==> src/rtl/dkw_pkg.sv <==
// dkw_pkg: shared constants, status codes and controller/datapath signal groups
// for the k-window minimum span block; no dependencies
`timescale 1ns / 1ps
`default_nettype none
package dkw_pkg;

  // default store depth
  localparam int CAPACITY_DEF = 1024;

  // fixed field widths
  localparam int VALUE_W = 32;
  localparam int WC_W    = 11;
  localparam int STAT_W  = 2;
  localparam int CNT_OUT_W = 11;

  // sign flip so that unsigned order equals signed order
  localparam logic [VALUE_W-1:0] SIGN_BIAS = 32'h8000_0000;

  // command codes
  localparam logic CMD_INSERT = 1'b0;
  localparam logic CMD_REMOVE = 1'b1;

  // result status codes
  localparam logic [STAT_W-1:0] ST_OK     = 2'd0;
  localparam logic [STAT_W-1:0] ST_FULL   = 2'd1;
  localparam logic [STAT_W-1:0] ST_ABSENT = 2'd2;

  // controller to datapath commands
  typedef struct packed {
    logic load;      // capture input transaction, start search
    logic srch;      // linear search step
    logic up;        // open a slot and insert
    logic dn;        // close a slot
    logic span_init; // prepare window pass
    logic span;      // window pass step
    logic out_load;  // load result register
  } dkw_ctrl_t;

  // datapath to controller status
  typedef struct packed {
    logic srch_done;
    logic need_up;
    logic need_dn;
    logic up_done;
    logic dn_done;
    logic span_done;
  } dkw_stat_t;

endpackage
`default_nettype wire

==> src/rtl/dkw_ctrl.sv <==
// dkw_ctrl: sequencing state machine for search, shift, window pass and output
// depends on dkw_pkg
`timescale 1ns / 1ps
`default_nettype none
module dkw_ctrl (
  input  wire logic              clk,
  input  wire logic              rst_n,
  input  wire logic              in_valid,
  output logic                   in_ready,
  output logic                   out_valid,
  input  wire logic              out_ready,
  output dkw_pkg::dkw_ctrl_t     ctrl,
  input  wire dkw_pkg::dkw_stat_t stat
);
  import dkw_pkg::*;

  typedef enum logic [6:0] {
    S_IDLE   = 7'b0000001,
    S_SEARCH = 7'b0000010,
    S_UP     = 7'b0000100,
    S_DN     = 7'b0001000,
    S_SPINIT = 7'b0010000,
    S_SPAN   = 7'b0100000,
    S_FIN    = 7'b1000000
  } state_t;

  state_t state_r, state_nxt;
  logic   out_valid_r, out_valid_nxt;

  assign in_ready  = (state_r == S_IDLE);
  assign out_valid = out_valid_r;

  // next state and commands
  always_comb begin
    state_nxt = state_r;
    ctrl      = '0;
    case (state_r)
      S_IDLE: begin
        if (in_valid) begin
          ctrl.load = 1'b1;
          state_nxt = S_SEARCH;
        end
      end
      S_SEARCH: begin
        ctrl.srch = 1'b1;
        if (stat.srch_done) begin
          if (stat.need_up) state_nxt = S_UP;
          else if (stat.need_dn) state_nxt = S_DN;
          else state_nxt = S_SPINIT;
        end
      end
      S_UP: begin
        ctrl.up = 1'b1;
        if (stat.up_done) state_nxt = S_SPINIT;
      end
      S_DN: begin
        ctrl.dn = 1'b1;
        if (stat.dn_done) state_nxt = S_SPINIT;
      end
      S_SPINIT: begin
        ctrl.span_init = 1'b1;
        state_nxt      = S_SPAN;
      end
      S_SPAN: begin
        ctrl.span = 1'b1;
        if (stat.span_done) state_nxt = S_FIN;
      end
      S_FIN: begin
        if (!out_valid_r || out_ready) begin
          ctrl.out_load = 1'b1;
          state_nxt     = S_IDLE;
        end
      end
      default: state_nxt = S_IDLE;
    endcase
  end

  // result register occupancy
  always_comb begin
    out_valid_nxt = out_valid_r;
    if (out_valid_r && out_ready) out_valid_nxt = 1'b0;
    if (ctrl.out_load) out_valid_nxt = 1'b1;
  end

  always_ff @(posedge clk) begin
    if (!rst_n) begin
      state_r     <= S_IDLE;
      out_valid_r <= 1'b0;
    end else begin
      state_r     <= state_nxt;
      out_valid_r <= out_valid_nxt;
    end
  end

endmodule
`default_nettype wire

==> config.mk <==
export PLATFORM = sky130hd
export DESIGN_NAME = dkw_ctrl
export DESIGN_NICKNAME = d
export VERILOG_FILES = /design/src/rtl/dkw_pkg.sv /design/src/rtl/dkw_ctrl.sv
export SDC_FILE = /design/constraint.sdc
export NUM_CORES = 1
export LEC_CHECK = 0
export CAP_MARGIN = 10
export CORE_AREA = 4 4 41 43
export CTS_CLUSTER_SIZE = 16
export DETAILED_ROUTE_END_ITERATION = 7
export DIE_AREA = 0 0 45 47
export DONT_BUFFER_PORTS = 1
export PLACE_DENSITY = 0.58
export SLEW_MARGIN = 10
export SYNTH_ARGS = -nofsm -noshare
export SYNTH_HDL_FRONTEND = slang
export SYNTH_SLANG_ARGS = --single-unit
==> constraint.sdc <==
create_clock -name clk -period 2.86 [get_ports clk]
set_input_delay 0.572 -clock clk [delete_from_list [all_inputs] [get_ports clk]]
set_output_delay 0.572 -clock clk [all_outputs]
set_load 0.02 [all_outputs]
Word level (Yosys, flattened, before mapping):

Index checks and enable logic that the tools add are counted.

* register bits: 8
* input bits: 10
* output and inout port bits: 9
* logic and storage cells: 40

* equality and inequality tests: 13
* mux-type cells: 20
* reductions and logical operators: 5

Operators with widths (number)
* two-way mux 7 bit: 7
* case mux 7 bit (7 select lines): 1
* != test 2 bit, second input constant: 6
* two-way mux 1 bit: 11
* equality test 7 x 1 -> 1 bit, second input constant: 1
* equality test 7 x 2 -> 1 bit, second input constant: 1
* equality test 7 x 3 -> 1 bit, second input constant: 1
* equality test 7 x 4 -> 1 bit, second input constant: 1
* equality test 7 x 5 -> 1 bit, second input constant: 1
* equality test 7 x 6 -> 1 bit, second input constant: 1
* equality test 7 bit, second input constant: 1
* AND reduction 6 bit: 1
* two-way mux 5 bit: 1
* nonzero test 2 bit: 1
* logical AND 1 bit: 1
* zero test 1 bit: 1
* logical OR 1 bit: 1

Longest topological paths before layout:

* depth after elaboration: 5
* mapped depth: 5
* mapped depth without buffers: 4

Least setup slack after synthesis:

No wires, ideal clock.

* path type: reg-to-output
* from: register state_r[6]
* to: output ctrl[3] (netlist name)
* arrival: 1.776 ns
* required time: 2.288 ns
* path slack: 0.512 ns
* stages on the path, launching flop included: 4
* path buffers: 1
* path through: dfxtp_1 buf_2 or4_4 nor4b_1

RTL lines
* start, declared: RTL line dkw_ctrl.sv:27 `state_t state_r, state_nxt;`
* start signal, assigned: RTL line dkw_ctrl.sv:90 `state_r <= state_nxt;`
* end, declared: RTL line dkw_ctrl.sv:12 `output dkw_pkg::dkw_ctrl_t ctrl,`

==> results_dict.tcl <==
set metrics [dict create \
    status "finished, final reports clean" \
    synthTopCellsByCount "8 x dfxtp_1, 5 x nand2_1, 5 x nor2_1, 5 x nor4b_1, 4 x buf_2" \
    vias 504 \
    crit_chain "nor4_1 -> nand3_1 -> nor2_1" \
    wl_per_cell_um 14.8 \
    p_leak_uw 0.000197 \
    synth_seq_cells 8 \
    synth_edf_count 0 \
    max_freq_ghz 0.426 \
    clk_path_buf_depth 2 \
    drt-pass1-iter-count 4 \
    r2r_slack_ns 1.06 \
    syn_avg_cell_area_sq_um 8.24 \
    finalPower_uw 376 \
    post-place-ws_ns 0.769 \
    ios 19 \
    num-fill-cells 137 \
    worst_slack_ns 0.514 \
    worstReg2RegStart "state_r[0]" \
    slew_headroom 0.573 \
    ir_drop_v 0.000391 \
    post-cts-setup-buffer-count 0 \
    period_share 0.820 \
    cts_max_level 1 \
    skew_ns 0.00307 \
    gp_congestion 0.798 \
    min-delay-path-class "input pin to register" \
    ctsHoldBuffers 0 \
    rsz0062_at_grt "no" \
    synth_most_common_cell "dfxtp_1" \
    crit_start "state_r[0]" \
    layout-drive-gt1-share 0.162 \
    fp.coreArea_sq_mm 0.00130 \
    start_util 0.431 \
    track_usage 0.128 \
    maxCapViolations 0 \
    arrival_ns 1.77 \
    start_kind "register" \
    grt_pass1_wl_um 1930 \
    cts_resized 0 \
    diodes 0 \
    drt-total-wl_um 1230 \
    synthesis.nets 78 \
    netlist_area_sq_um 561 \
    synthTopCellsByArea "dfxtp_1 29%, nor4b_1 7.8%, or4_4 4.0%, buf_2 3.6%, nand2_1 3.3%" \
    cellPowerDensity_mw_per_mm2 642 \
    cts_tree "built" \
    synth_top_area_share 0.286 \
    cp_slowest_cell "nor4_1" \
    ys_async_sr_fraction 0 \
    worst_slew_pin_slew_ns 0.635 \
    fin_setup_tns_ns 0 \
    drc_errors 0 \
    numPortBuffers 0 \
    yosysSeqAreaShare 0.286 \
    yosys_warnings 0 \
    grt-ovfl-total 0 \
    r2r_end "state_r[0]" \
    rows 13 \
    cp.required_ns 2.29 \
    nets 80 \
    drt_iter0_markers 20 \
    grt_max_degree 12 \
    worst_setup_path_end_kind "output pin" \
    hold_violations 0 \
    critPathMaxFanout 11 \
    slew_viol_final 0 \
    die_w_um 45 \
    fp.dieH_um 47 \
    ys_types 33 \
    ff2ff_path_depth 4 \
    vias_per_cell 6.07 \
    area_growth_syn_to_layout_pct 4.46 \
    clk_latency_ns 0.25 \
    endpoint "ctrl[0]" \
    synth_ff_type "dfxtp_1" \
    clock_sinks 8 \
    clock-root-buffer "clkbuf_4" \
    cts_buffers 3 \
    clkTransAtPathRegs_ns 0.05 \
    finalCriticalPeriod_ns 2.35 \
    die_area_sq_mm 0.00212 \
    antenna_found_initial 0 \
    yosysTopAreaCell "dfxtp_1" \
    post-route-util 0.450 \
    slowest_delay_ns 0.62 \
    hpwl_um 935 \
    critPathKind "register to output pin" \
    grt_pass1_vias 454 \
    ant_nets 0 \
    setup_viol_count_final 0 \
    synthCells 68 \
]
-- metrics by stage --
stage	area (sq um)	hold slack, ns	std cells
detailed placement	563	0.580	80
floorplan	561	0.571	68
global placement	563	0.578	80
finish	586	0.419	83
CTS	586	0.411	83
global route	586	0.404	83
-- registers in the layout, indices dropped and copies added, names as in the netlist --
name	cells
state_r	7
out_valid	1
-- kinds of logic (layout without fill, tap and decap cells) --
logic type | count (synthesis) | count (layout) | share of synthesized area
AOI/OAI and AO/OA | 12 | 12 | 0.163
xor gates and xnor gates | 1 | 1 | 0.0156
adders and majority gates | 1 | 1 | 0.0201
buffers and inverters | 8 | 8 | 0.0826
DFF | 8 | 8 | 0.286
muxes | 1 | 1 | 0.0179
and+or+nand+nor | 37 | 37 | 0.415
-- power by group --
part	total, uW	internal [uW]	leakage, uW	switching (uW)
sequential	150	124	0.0000650	25.8
clock	85.1	47.9	0.0000138	37.1
combinational	141	58.1	0.000118	83.0
total	376	230	0.000197	146
-- worst min path at each step --
stage	startpoint	endpoint	slack [ns]	cells after the start
6_report	stat[4]	state_r[3]	0.42	1
5_1_grt	stat[4]	state_r[3]	0.40	1
4_1_cts	stat[4]	state_r[3]	0.41	1
3_5_place_dp	state_r[2]	state_r[2]	0.58	2
3_3_place_gp	state_r[2]	state_r[2]	0.58	2
2_1_floorplan	state_r[2]	state_r[2]	0.57	3
-- layout by cell type (no fill, tap or decap), types with 2 or more instances in the layout --
cell type and n:
clkbuf_4 3, or4_4 2, o21a_1 2, nand2_1 5, and3_1 2, nand3_1 2, or3b_2 2, and2_1 2
nor4b_1 5, a211o_1 2, nor2_1 5, dfxtp_1 8, inv_1 2, nand4_1 2, buf_4 3, nor2b_1 3
nor3_1 3
-- final cells by class --
type                       count  area [sq um]  area share
inverter                       2          7.51      0.0128
timing repair buffer           3          22.5      0.0385
sequential                     8           160       0.274
multi-input combinational     52           354       0.605
clock buffer                   3          22.5      0.0385
tap                           15          18.8      0.0321
-- critical path: cells and delay by family, from the launching register on --
kind / cells / cell delay [ns]
flip-flops: 1 / 0.40
AND/OR/NAND/NOR: 3 / 1.13
-- routing by layer --
layer | share of wire | global-route usage
met5 | 0 | 0
met4 | 0.017 | 0.0877
met3 | 0.082 | 0.0460
met2 | 0.44 | 0.175
met1 | 0.46 | 0.166
(Power assumes the default switching activity.)
